### config.mk
export PLATFORM = sky130hd
export DESIGN_NAME = iuh_div
export DESIGN_NICKNAME = d
export VERILOG_FILES = /design/src/rtl/core/iuh_pkg.sv /design/src/rtl/core/iuh_div.sv
export SDC_FILE = /design/constraint.sdc
export NUM_CORES = 1
export LEC_CHECK = 0
export ABC_AREA = 1
export BUFFER_PORTS_ARGS = -buffer_cell sky130_fd_sc_hd__buf_2
export CAP_MARGIN = 30
export CORE_MARGIN = 2
export CORE_UTILIZATION = 50
export DETAILED_ROUTE_END_ITERATION = 12
export GPL_TIMING_DRIVEN = 1
export PLACE_DENSITY = 0.83
export SLEW_MARGIN = 20
export SYNTH_ARGS = -nofsm -noshare
export SYNTH_HDL_FRONTEND = slang
export SYNTH_SLANG_ARGS = --single-unit
### constraint.sdc
create_clock -name clk -period 2.3 [get_ports clk]
set_input_delay 0.115 -clock clk [delete_from_list [all_inputs] [get_ports clk]]
set_output_delay 0.115 -clock clk [all_outputs]
set_load 0.03 [all_outputs]
### src/rtl/core/iuh_pkg.sv
// ----------------------------------------------------------------------------
// iuh_pkg
// Shared types and constants for the interflow unit-hydrograph routing block.
// ----------------------------------------------------------------------------
package iuh_pkg;

  // Field widths of the item and result channels.
  localparam int OP_W     = 2;
  localparam int CELL_W   = 12;
  localparam int LAGF_W   = 4;
  localparam int WEIGHT_W = 16;
  localparam int SUBF_W   = 4;
  localparam int RUNOFF_W = 20;
  localparam int AREA_W   = 24;
  localparam int KIND_W   = 1;
  localparam int BIDX_W   = 4;
  localparam int FLOW_W   = 48;

  // Operation codes.
  localparam logic [OP_W-1:0] OP_LOAD = 2'd0;
  localparam logic [OP_W-1:0] OP_CELL = 2'd1;
  localparam logic [OP_W-1:0] OP_END  = 2'd2;

  // Result kinds.
  localparam logic [KIND_W-1:0] KIND_FLOW = 1'b0;
  localparam logic [KIND_W-1:0] KIND_ERR  = 1'b1;

  // Configuration registers.
  localparam int TS_W  = 17;
  localparam int NSB_W = 4;
  localparam logic        REG_TIME_STEP = 1'b0;
  localparam logic        REG_SUBBASINS = 1'b1;
  localparam logic [TS_W-1:0]  TS_RESET  = 17'd3600;
  localparam logic [NSB_W-1:0] NSB_RESET = 4'd1;

  // Arithmetic widths: runoff times area, times weight, over 1e6 times step.
  localparam int RA_W   = RUNOFF_W + AREA_W;   // 44
  localparam int PROD_W = RA_W + WEIGHT_W;     // 60
  localparam int DEN_W  = 37;
  localparam int QUO_W  = 41;                  // divisor is at least 1e6
  localparam logic [19:0] UM_PER_M = 20'd1000000;
  localparam logic [FLOW_W-1:0] FLOW_MAX = {FLOW_W{1'b1}};

  // Divider handshake.
  typedef struct packed {
    logic start;
  } div_ctl_t;

  typedef struct packed {
    logic busy;
    logic done;
  } div_stat_t;

  // Saturating addition of a flow value.
  function automatic logic [FLOW_W-1:0] sat_add(input logic [FLOW_W-1:0] a,
                                                 input logic [FLOW_W-1:0] b);
    logic [FLOW_W:0] s;
    s = {1'b0, a} + {1'b0, b};
    return s[FLOW_W] ? FLOW_MAX : s[FLOW_W-1:0];
  endfunction

endpackage

### src/rtl/core/iuh_div.sv
// ----------------------------------------------------------------------------
// iuh_div
// Restoring divider, one quotient bit per cycle. The quotient is known to fit
// QUO_W bits because the divisor is never below one million.
// ----------------------------------------------------------------------------
module iuh_div (
  input  logic                         clk,
  input  logic                         rst,
  input  iuh_pkg::div_ctl_t            ctl,
  input  logic [iuh_pkg::PROD_W-1:0]   dividend,
  input  logic [iuh_pkg::DEN_W-1:0]    divisor,
  output iuh_pkg::div_stat_t           stat,
  output logic [iuh_pkg::QUO_W-1:0]    quotient
);

  localparam int CNT_W = $clog2(iuh_pkg::QUO_W + 1);
  localparam int HI_W  = iuh_pkg::PROD_W - iuh_pkg::QUO_W;

  logic                        busy;
  logic                        done;
  logic [CNT_W-1:0]            cnt;
  logic [iuh_pkg::DEN_W-1:0]   rem;
  logic [iuh_pkg::DEN_W-1:0]   den;
  logic [iuh_pkg::QUO_W-1:0]   dvd;
  logic [iuh_pkg::DEN_W:0]     trial;
  logic [iuh_pkg::DEN_W:0]     diff;
  logic                        qbit;

  // One trial subtraction per cycle.
  always_comb begin
    trial = {rem, dvd[iuh_pkg::QUO_W-1]};
    diff  = trial - {1'b0, den};
    qbit  = (trial >= {1'b0, den});
  end

  // Control.
  always_ff @(posedge clk) begin
    if (rst) begin
      busy <= 1'b0;
      done <= 1'b0;
      cnt  <= '0;
    end else begin
      done <= 1'b0;
      if (ctl.start && !busy) begin
        busy <= 1'b1;
        cnt  <= CNT_W'(iuh_pkg::QUO_W);
      end else if (busy) begin
        cnt <= cnt - CNT_W'(1);
        if (cnt == CNT_W'(1)) begin
          busy <= 1'b0;
          done <= 1'b1;
        end
      end
    end
  end

  // Datapath: the upper dividend bits start as the remainder.
  always_ff @(posedge clk) begin
    if (ctl.start && !busy) begin
      rem <= iuh_pkg::DEN_W'(dividend[iuh_pkg::PROD_W-1 -: HI_W]);
      dvd <= dividend[iuh_pkg::QUO_W-1:0];
      den <= divisor;
    end else if (busy) begin
      rem <= qbit ? diff[iuh_pkg::DEN_W-1:0] : trial[iuh_pkg::DEN_W-1:0];
      dvd <= {dvd[iuh_pkg::QUO_W-2:0], qbit};
    end
  end

  assign stat.busy = busy;
  assign stat.done = done;
  assign quotient  = dvd;

endmodule
Word-level counts from Yosys, hierarchy flattened
Index checks and enable logic that the tools add are counted. W data, S select, Z words.

Input bits: 100. Memories kept: 0. Logic and storage cells: 29. Memory bits (writable): 0. Latch bits: 0. Bits in registers: 123. ROM bits: 0.

Bitwise logic cells: 1. Add/sub/neg operators: 2. Eq/ne operators: 1. Multipliers: 0. Div/mod/pow operators: 0. Shift operators: 0. Multiplexer cells: 11. Reduce and logical (&&, ||, !) cells: 5. Order comparisons: 1.

Operators by type and width (count): $mux W41 (2); $ge A38 B37 Y1 (1); $mux W19 (2); $mux W37 (1); $sub A37 B37 Y37 (1); $mux W6 (2); $eq A6 B1 Y1 const B (1); $sub A6 B1 Y6 const B (1); $mux W1 (4); $reduce_or A3 Y1 (1); $reduce_bool A2 Y1 (1); $reduce_or A2 Y1 (1); $logic_and A1 B1 Y1 (1); $logic_not A1 Y1 (1); $not A1 Y1 (1).

Logic depth before layout (Yosys ltp)
Gate-level depths: netlist (run 1).

Depth in word-level cells: 4. Mapped depth: 18. Mapped depth without buffers: 18.

Worst setup path before layout (run 1)
No wires, ideal clock.

Kind: register -> register. Start point: reg dvd (netlist bit quotient[40]). End point: reg rem[10] in the netlist's numbering (data pin). Cell stages (with the launch flop): 17. Clock period less this slack: 2.561 ns. Setup time: 0.253 ns. Required time: 2.047 ns. Arrival time: 2.308 ns. Setup slack: -0.261 ns. Buffers on the path: 1. Path through: edfxtp_1 inv_1 ha_1 fa_1 nor2_2 nand2_1 nand3_2 nand2_1 nand2_2 nand2_2 nand2_2 nand2_4 nand2_4 buf_2 nand2_1 nand3_1 nand2_1.

Longest elaborated chain between the ends: 4. Elaborated cells on any way between the ends: 5. Those cells by class: add/sub: 1; order compare: 1; mux: 3.

RTL lines: from (decl) (RTL line iuh_div.sv:24) `logic [iuh_pkg::QUO_W-1:0] dvd;`; from (signal assigned) (RTL line iuh_div.sv:61) `dvd <= dividend[iuh_pkg::QUO_W-1:0];`; from (signal assigned) (RTL line iuh_div.sv:65) `dvd <= {dvd[iuh_pkg::QUO_W-2:0], qbit};`; $sub A37 B37 Y37 or $ge A38 B37 Y1 (tied branches) (RTL line iuh_div.sv:32, iuh_div.sv:33); $mux W37 (*) (RTL line iuh_div.sv:64) `rem <= qbit ? diff[iuh_pkg::DEN_W-1:0] : trial[iuh_pkg::DEN_W-1:0];`; $mux W19 (*) (RTL line iuh_div.sv:63) `end else if (busy) begin`; $mux W19 (*) (RTL line iuh_div.sv:59) `if (ctl.start && !busy) begin`; to (signal assigned) (RTL line iuh_div.sv:60) `rem <= iuh_pkg::DEN_W'(dividend[iuh_pkg::PROD_W-1 -: HI_W]);`; to (signal assigned) (RTL line iuh_div.sv:64); to (decl) (RTL line iuh_div.sv:22) `logic [iuh_pkg::DEN_W-1:0] rem;`.

Mark *: on every way between the ends. The rest lies on a longest branch, timed or not. The select of a mux whose other input is x is not followed. A chain may end at the register's enable or synchronous reset.

Worst setup path in the final report (run 1)
Start point: reg den[0] in the netlist's numbering. End point: reg rem[17] in the netlist's numbering (data pin).

Longest elaborated chain between the ends: 4. Elaborated cells on any way between the ends: 5. Those cells by class: add/sub: 1; order compare: 1; mux: 3.

RTL lines: from (decl) (RTL line iuh_div.sv:23) `logic [iuh_pkg::DEN_W-1:0] den;`; from (signal assigned) (RTL line iuh_div.sv:62) `den <= divisor;`; $sub A37 B37 Y37 or $ge A38 B37 Y1 (tied branches) (RTL line iuh_div.sv:32, iuh_div.sv:33); $mux W37 (*) (RTL line iuh_div.sv:64); $mux W19 (*) (RTL line iuh_div.sv:63); $mux W19 (*) (RTL line iuh_div.sv:59).

Marks and branches as above.

==> metrics.md, run 1 <==
| Metric | Value |
|---|---|
| Outcome | complete, but fails checks |
| Violated checks | setup timing |
| CTS tree | yes |
| EDFF count, synth | 97 |
| Worst min-delay path category | in -> reg |
| Mean Syn Cell Area | 7.21 um^2 |
| Top post-synthesis cells by area | edfxtp_1 35%, nand2_1 22%, inv_1 8.6% |
| Routed Antenna Nets | 0 |
| Post-DP HPWL | 17.1 mm |
| Vias in the first global route | 8312 |
| Net count after synthesis | 1298 |
| Period utilisation layout | 102% |
| PD cells | 1030 nW/um^2 |
| Fillers | roughly 1.2k |
| Vias | 8519 |
| RSZ-0062 raised after global routing | true |
| Vias/cell | 5.08 |
| Synth cell types | 39 |
| Area leader, netlist | edfxtp_1 |
| Synth top cells by count | 499 x nand2_1, 191 x inv_1, 97 x edfxtp_1 |
| Largest stage delay, worst path | just over 400 ps |
| Min Hold Slack | between 30 and 40 ps |
| Fin worst setup slack | -49.9 ps |
| Met2 WL | 12.8 mm |
| Final hold viol count | 0 |
| Sequential standard cell area | 3430 um^2 |
| Setup violators final | 20 |
| Most used cell, CP | nand2_2 |
| Reg clk slew, reported paths | 70 ps |
| Die Area | 17800 um^2 |
| Async S/R FF share, synth | 0% |
| Synth Flop Type | edfxtp_1 |
| VDD IR-drop max | 0.701 mV |
| Setup WS pre-CTS | -10.9 ps |
| Initial Util | about 51% |
| Max_cap viols | 0 |
| Layout cell share with drive strength beyond 1 | approximately a quarter |
| Clock latency on the worst-skew pair | roughly 440 ps |
| CP Data Arrival Time | 2550 ps |
| Slew margin rel. | 56.4% |
| Final WL | 26.3 mm |
| Worst Max-Slew Pin Slew | 649 ps |
| Cell Area, Synth | 8350 um^2 |
| Leakage | between 6 and 7 nW |
| Sink Count | 123 |
| CP Max Fanout | 5 |
| Largest net degree at the start of global routing | 42 |
| Fmax | 426 MHz |
| Multi-input logic area | 4440 um^2 |
| Kind of cell adding the most delay to the critical path | simple AND/OR/NAND/NOR gates |
| DRC | 0 |
| CP required | 2500 ps |
| Register bit total from synthesis | 123 |
| # rows | 47 |
| Die Y-Extent | 133 um |
| Sequential area share after synthesis | approximately two fifths |
| Skew final | 17.7 ps |
| Area share of the largest cell type after synthesis | 34.9% |
| Total power | 12.0 mW |
| Drt first pass iters | 5 |
| Length of routed met3 wiring | 1.93 mm |
| Starting DRT DRC Count | ~700 |
| Wire per inst | 15.7 um |
| Crit path launch type | flop |
| Nets@finish | 1585 |
| H-tree depth | 4 |
| First-pass GRT wire length | 41.4 mm |
| Critical-path cell list | ha_4, fa_2, nor2_4, nand2_1, nand3_2, nand2_2, nand2_2, nand2_2, nand2_4, nand2_8, nand2_8, clkbuf_16, nand2_4, nand3_2, nand2_1 |
| Count leader, synth | nand2_1 |
| Slowest CP cell | edfxtp_1 |
| Routability Congestion | ~1 |
| Tmin final | 2350 ps |
| Core ar. | 16500 um^2 |
| Placed cells | 1539 |
| Area growth syn-to-layout | 39.9% |
| Port Buf Inserts | about 140 |
| DR top layer | met4 |
| CTS Buffer Depth | 2 |
| Cell count after synthesis | 1158 |
| Setup CP Type | reg -> reg |
| Grt ovf | 0 |
| Critical Path End Type | flop |
| Initial antenna violation count | 1 |
| Num CTS Buffers | 17 |
| Worst Path Buf+Inv | 1 |
| Root Buffer | clkbuf_16 |
| Post-route insts no fill | 1678 |
| All-Layer GR Usage | 29.7% |
| Width of the die | 133 um |
| Fin. max-slew vios | 0 |
| Met1 WL | ~11 mm |
| Ports | 143 |
| YS warnings | 0 |
==> per-stage QoR <==
step,setup TNS (ps),instance area (um^2),utilization [%]
finish,-526,11700,71.0
CTS,0,11300,68.6
floorplan,-1280,8380,-
global placement,0,9590,58.2
detailed placement,-22.1,9590,58.2
global route,-3900,11700,70.9
==> path summary, 6_finish.rpt <==
kind / startpoint / to / slack (ps) / cells after the start
setup / recovery: den[0]$_DFFE_PP_ / rem[17]$_DFFE_PP_ / -50 / 15
hold / removal: dividend[0] / quotient[0]$_DFFE_PP_ / 30 / 3
setup reg to reg: den[0]$_DFFE_PP_ / rem[17]$_DFFE_PP_ / -50 / 15
hold reg to reg: rem[30]$_SDFFE_PP0P_ / rem[30]$_SDFFE_PP0P_ / 480 / 2
==> cells in the final DEF (no fill, tap or decap), types with 4 or more instances in the layout <==
| cell type | netlist | layout |
|---|---|---|
| inv_2 | 4 | 7 |
| inv_1 | 191 | 188 |
| ha_1 | 39 | 22 |
| nor2_1 | 49 | 45 |
| nor2_2 | 6 | 9 |
| nand4_1 | 7 | 7 |
| nand2_1 | 499 | 472 |
| nand2_2 | 11 | 35 |
| nand3b_1 | 13 | 13 |
| o21ai_0 | 9 | 8 |
| buf_12 | 0 | 4 |
| buf_2 | 5 | 142 |
| a21oi_1 | 25 | 21 |
| nor4_1 | 4 | 4 |
| nand3_2 | 4 | 20 |
| xnor2_1 | 17 | 15 |
| edfxtp_1 | 97 | 97 |
| dlygate4sd3_1 | 0 | 96 |
| clkbuf_16 | 0 | 19 |
| clkinv_4 | 0 | 4 |
| nor3_1 | 14 | 14 |
| ha_4 | 0 | 17 |
| a21oi_2 | 1 | 5 |
| dfxtp_1 | 26 | 26 |
| inv_6 | 0 | 4 |
| nand3b_2 | 16 | 16 |
| nand3_1 | 74 | 58 |
| buf_4 | 5 | 50 |
==> tightest hold or removal path, stage by stage <==
cell and delay [ps]:
buf_2 80, nor2_1 40, a31oi_1 120
==> state kept, by name (all words and copies together), names as in the netlist <==
register and cells:
quotient 41, busy 1, den 37, rem 37
cnt 6, done 1
==> metal layers <==
layer	track usage, %	up-vias
met1	36.3	3871
met2	51.2	387
met3	7.50	60
li1	-	4201
met5	0	-
met4	10.2	0
==> what timing repair did <==
action	in CTS	in global routing
cloned	1	2
hold buffers	96	0
resized for setup	15	66
endpoints found under the hold margin	98	0
pin swaps	2	22
endpoints found under the setup margin	14	38
buffers inserted	2	6
==> cell families after synthesis <==
group	Yosys count	share of synthesized area (%)
AO/OA/AOI/OAI	45	3.00
XOR/XNOR	18	1.89
adder cells (fa/ha/maj)	40	6.08
buffers and inverters	225	11.0
flip-flops	123	41.1
AND/OR/NAND/NOR	707	36.9
==> report_power, final <==
part | internal, mW | switching (mW)
Sequential | 2.92 | 0.342
Combinational | 2.55 | 3.59
Clock | 1.50 | 1.12
Total | 6.98 | 5.05
==> final cells by class <==
cell class / count / share of cell area (%)
multi-input combinational: 810 / 38.0
timing repair buffer: 297 / 19.1
antenna: 1 / 0.0214
clock buffer: 17 / 3.64
sequential: 123 / 29.4
tap: 220 / 2.36
inverter: 196 / 6.31
clock inverter: 14 / 1.19
(Power assumes the default switching activity.)
==> run 2, diff against run 1 <==
Settings changed: PLACE_DENSITY 0.83 to 0.84.
==> metrics.md, run 2 (synthesis gave the netlist of run 1 again) <==
| Metric | Value |
|---|---|
| H-tree depth | 4 |
| Sink Count | 123 |
| Comb power frac | 49.9% |
| Num CTS Buffers | 17 |
| Max_cap viols | 0 |
| Root Buffer | clkbuf_16 |
| Setup violators final | 20 |
| CTS tree | yes |
| Fin. max-slew vios | 0 |
| Most common cell after layout, fill and taps aside | nand2_1 |
| Switch share | 42.3% |
| Internal | 6.90 mW |
| CP Max Fanout | 11 |
| Wire per inst | 15.9 um |
| Worst Max-Slew Pin Slew | 698 ps |
| Nets@finish | 1572 |
| Critical-path cell list | ha_4, fa_2, nor2_4, nand2_2, nand3_2, nand2_2, nand2_2, nand2_2, nand2_2, nand2_4, nand2_8, buf_16, nand2_1, nand3_1, nand2_1 |
| DR top layer | met4 |
| Most used cell, CP | nand2_2 |
| CTS Buffer Depth | 2 |
| CP Data Arrival Time | 2550 ps |
| Met1 WL | 11.0 mm |
| Final WL | between 20 and 30 mm |
| Ant. Diodes | 0 |
| Initial Util | 50.7% |
| Die Y-Extent | 133 um |
| Post-DP HPWL | 16.7 mm |
| Slowest CP cell | fa_2 |
| TNS Setup | -614 ps |
| Vias/cell | 5.14 |
| Fin worst setup slack | -70.7 ps |
| Drt first pass iters | 5 |
| PD cells | 1040 nW/um^2 |
| # rows | between 40 and 50 |
| Routability Congestion | approximately 0.96 |
| Grt ovf | 0 |
| Final hold viol count | 0 |
| Starting DRT DRC Count | 699 |
| Leakage | 6.00 nW |
| Clock latency on the worst-skew pair | between 400 and 500 ps |
| Core ar. | 16500 um^2 |
| Die Area | 17800 um^2 |
| Ports | between 100 and 150 |
| Worst min-delay path category | in -> reg |
| RSZ-0062 raised after global routing | true |
| Outcome | complete, but fails checks |
| Port Buf Inserts | 142 |
| VDD IR-drop max | 0.684 mV |
| Placed cells | 1530 |
| Vias in the first global route | between 8k and 9k |
| Skew final | 14.5 ps |
| Met2 WL | roughly 13 mm |
| Final Util | between 60% and 70% |
| Post-route insts no fill | between 1.5k and 2k |
| DRC | 0 |
| Largest net degree at the start of global routing | between 60 and 70 |
| Tmin final | 2370 ps |
| Layout cell share with drive strength beyond 1 | 22.6% |
| Violated checks | setup timing |
| Area growth syn-to-layout | 38.0% |
| Vias | 8560 |
| Sequential power share | 27.1% |
| Max reg flops | just over 40 |
| Width of the die | 133 um |
| Length of routed met3 wiring | 1.77 mm |
| Most frequent cells in the layout | 480 x nand2_1, 189 x inv_1, 142 x buf_2, 97 x edfxtp_1, 95 x dlygate4sd3_1 |
| Crit path launch type | flop |
| All-Layer GR Usage | 29.4% |
| Initial antenna violation count | 0 |
| Routed Antenna Nets | 0 |
| First-pass GRT wire length | 41.4 mm |
| CP required | approximately 2500 ps |
| Fmax | 422 MHz |
| Period utilisation layout | 103% |
| Setup CP Type | reg -> reg |
| Clock power frac | a little under a quarter |
| Slew margin rel. | 53.5% |
| Sw power | ~5 mW |
| Largest stage delay, worst path | between 400 and 500 ps |
| Critical Path End Type | flop |
| Reg clk slew, reported paths | 70 ps |
## run 2: what timing repair did
action	4_1_cts	5_1_grt
hold endpoints to repair	97	0
resized for setup	3	61
pin swaps	3	14
buffers inserted	1	5
setup endpoints to repair	20	38
cloned	1	1
hold buffers	95	0
## run 2: metrics by stage
step                area [um^2]  hold WS [ps]  setup slack (ps)  power [mW]
finish                    11500          4.31             -70.7        11.9
global route              11500          26.5              -192        12.7
CTS                       11100         0.861             -54.9        11.2
detailed placement         9530           293             -64.0        8.24
global placement           9530           292              2.12        8.16
floorplan                  8380           184             -73.9        6.81
## run 2: final timing paths
kind,cells past startpoint,end,from,slack [ps]
worst max register to register,15,rem[13]$_DFFE_PP_,den[0]$_DFFE_PP_,-70
worst min-delay path,3,rem[16]$_DFFE_PP_,dividend[57],4
worst max-delay path,15,rem[13]$_DFFE_PP_,den[0]$_DFFE_PP_,-70
worst min register to register,2,rem[29]$_SDFFE_PP0P_,rem[29]$_SDFFE_PP0P_,470
## run 2: per-layer routing
layer	GRT usage, %	vias to the layer above
li1	-	4170
met3	5.90	61
met5	0	-
met2	50.9	357
met1	36.3	3972
met4	11.0	0
## run 2: cell type report
cell class                 instances  area [um^2]
multi-input combinational        810         4360
timing repair buffer             284         2130
clock buffer                      17          425
fill                            1271         4940
tap                              220          275
clock inverter                    15          170
inverter                         196          737
sequential                       123         3430
## run 2: worst max-delay path: cells and delay by family (launching register included)
family / cells / cell delay, ps
simple gates: 12 / 970
flops: 1 / 410
buf+inv: 1 / 150
fa+ha+maj: 2 / 620
## run 2: power by group through the flow
| stage | sequential [mW] | combinational (mW) | clock, mW |
|---|---|---|---|
| 2_1_floorplan | 3.35 | 3.46 | 0 |
| 3_3_place_gp | 3.18 | 4.99 | 0 |
| 3_5_place_dp | 3.19 | 5.06 | 0 |
| 4_1_cts | 3.16 | 5.30 | 2.76 |
| 5_1_grt | 3.28 | 6.54 | 2.85 |
| 6_report | 3.24 | 5.96 | 2.75 |
==> run 3, diff against run 2 <==
==> constraint.sdc (replaced) <==
create_clock -name clk -period 2.3 [get_ports clk]
set_input_delay 0 -clock clk [delete_from_list [all_inputs] [get_ports clk]]
set_output_delay 0 -clock clk [all_outputs]
set_load 0.03 [all_outputs]
==> metrics.md, run 3 (synthesis gave the netlist of run 1 again) <==
| Metric | Value |
|---|---|
| Post-DP HPWL | 16.7 mm |
| DRC | 0 |
| Critical R2R Launch | den[0]$_DFFE_PP_ |
| Nets@finish | 1575 |
| Drt first pass iters | 5 |
| Setup CP Type | reg -> reg |
| Initial Util | 50.7% |
| Fmax | around 420 MHz |
| Outcome | complete, but fails checks |
| Leakage | approximately 6.0 nW |
| PD cells | 1030 nW/um^2 |
| Wire per inst | 15.7 um |
| # rows | 47 |
| Violated checks | setup timing |
| Final hold viol count | 0 |
| Sink Count | 123 |
| All-Layer GR Usage | 29.4% |
| Vias/cell | 5.14 |
| Layout cell share with drive strength beyond 1 | 22.6% |
| VDD IR-drop max | 0.688 mV |
| Die Area | 17800 um^2 |
| Routability Congestion | 0.963 |
| Vias | roughly 8.6k |
| Worst Reg-to-Reg Cells | 15 |
| Area growth syn-to-layout | 38.3% |
| Die Y-Extent | 133 um |
| Fin worst setup slack | -64.3 ps |
| Final instance area | 11600 um^2 |
| CP Data Arrival Time | 2540 ps |
| Ports | 143 |
| Most frequent cells in the layout | 480 x nand2_1, 189 x inv_1, 142 x buf_2, 98 x dlygate4sd3_1, 97 x edfxtp_1 |
| Num CTS Buffers | 17 |
| Critical path launch point | den[0]$_DFFE_PP_ |
| R2r endpoint | rem[7]$_DFFE_PP_ |
| Grt ovf | 0 |
| Starting DRT DRC Count | 704 |
| CTS tree | yes |
| Worst Max-Slew Pin Slew | roughly 720 ps |
| H-tree depth | 4 |
| Worst setup path endpoint | rem[7]$_DFFE_PP_ |
| Critical Path End Type | flop |
| Vias in the first global route | 8427 |
| Worst min-delay path category | in -> reg |
| Setup WS pre-CTS | -64.0 ps |
| Max reg flops | ~40 |
| CTS Buffer Depth | 2 |
| Fillers | 1246 |
| Setup violators final | 20 |
| First-pass GRT wire length | 41.4 mm |
| Skew final | about 18 ps |
| Port Buf Inserts | 142 |
| Period utilisation layout | 103% |
| Fin. max-slew vios | 0 |
| Area after DPL | between 9000 and 10000 um^2 |
| Most common cell after layout, fill and taps aside | nand2_1 |
| Tmin final | about 2400 ps |
| Max_cap viols | 0 |
| RSZ-0062 raised after global routing | true |
| CP required | 2470 ps |
| Root Buffer | clkbuf_16 |
| Final WL | about 26 mm |
| R2r setup slk | -60 ps |
| Clock latency on the worst-skew pair | 430 ps |
| Core ar. | 16500 um^2 |
| Initial antenna violation count | 1 |
| Reg clk slew, reported paths | 60 ps |
| Width of the die | between 100 and 150 um |
| Largest net degree at the start of global routing | 65 |
| CP Max Fanout | 6 |
| Crit path launch type | flop |
| Routed Antenna Nets | 0 |
| Slew margin rel. | 51.9% |
==> run 3: routing by layer <==
layer  routed length [um]  vias up  global-route usage [%]  share of wire, %
met4                  684        0                    10.2               2.6
met3                 1710       56                    5.29               6.5
met1                11000     3974                    36.6                42
li1                     -     4177                       -                 -
met2                12800      368                    51.4                49
met5                    0        -                       0                 0
==> run 3: how the worst min path moves through the flow <==
stage,startpoint,endpoint,depth (start not counted)
finish,ctl,den[17]$_DFFE_PP_,3
floorplan,rst,busy$_SDFF_PP0_,1
CTS,ctl,den[19]$_DFFE_PP_,3
global route,ctl,den[17]$_DFFE_PP_,3
detailed placement,divisor[31],den[31]$_DFFE_PP_,1
global placement,divisor[29],den[29]$_DFFE_PP_,1
==> run 3: report_power, final <==
| part | switching (mW) | leakage, nW | internal, mW |
|---|---|---|---|
| combinational | 3.52 | 4.54 | 2.43 |
| clock | 1.21 | 0.294 | 1.55 |
| sequential | 0.320 | 1.18 | 2.92 |
| total | 5.05 | 6.02 | 6.89 |
==> run 3: final cells by class <==
type | count | area [um^2] | share of cell area (%)
Multi-Input combinational cell | 810 | 4350 | 37.6
Sequential cell | 123 | 3430 | 29.7
Timing Repair Buffer | 287 | 2160 | 18.7
Inverter | 196 | 737 | 6.38
Clock buffer | 17 | 425 | 3.68
Tap cell | 220 | 275 | 2.38
Clock inverter | 15 | 170 | 1.47
Antenna cell | 1 | 2.50 | 0.0217
==> run 3: repair_timing <==
| item | CTS | global route |
|---|---|---|
| setup endpoints to repair | 20 | 38 |
| hold buffers | 98 | 0 |
| setup buffers | 1 | 5 |
| hold endpoints to repair | 105 | 0 |
| gates resized for setup | 3 | 62 |
| cloned | 1 | 1 |
| pin swaps | 3 | 13 |
==> run 3: critical path: stages (launching register included) <==
cell and delay [ps]:
edfxtp_1 410, ha_4 190, fa_2 430, nor2_4 120
nand2_2 60, nand3_2 80, nand2_2 50, nand2_2 70
nand2_2 60, nand2_2 80, nand2_4 100, nand2_8 130
clkbuf_16 170, nand2_2 50, nand3_2 60, nand2_1 70
==> run 3: per-stage QoR <==
stage	total power, mW	util [%]	TNS, ps	cells	hold WS (ps)
floorplan	6.81	-	-1280	1158	69.1
global placement	8.16	57.9	0	1530	177
global route	12.7	70.2	-3370	1669	79.8
CTS	11.2	67.7	-345	1662	23.3
finish	11.9	70.2	-547	1669	55.4
detailed placement	8.24	57.9	-789	1530	178
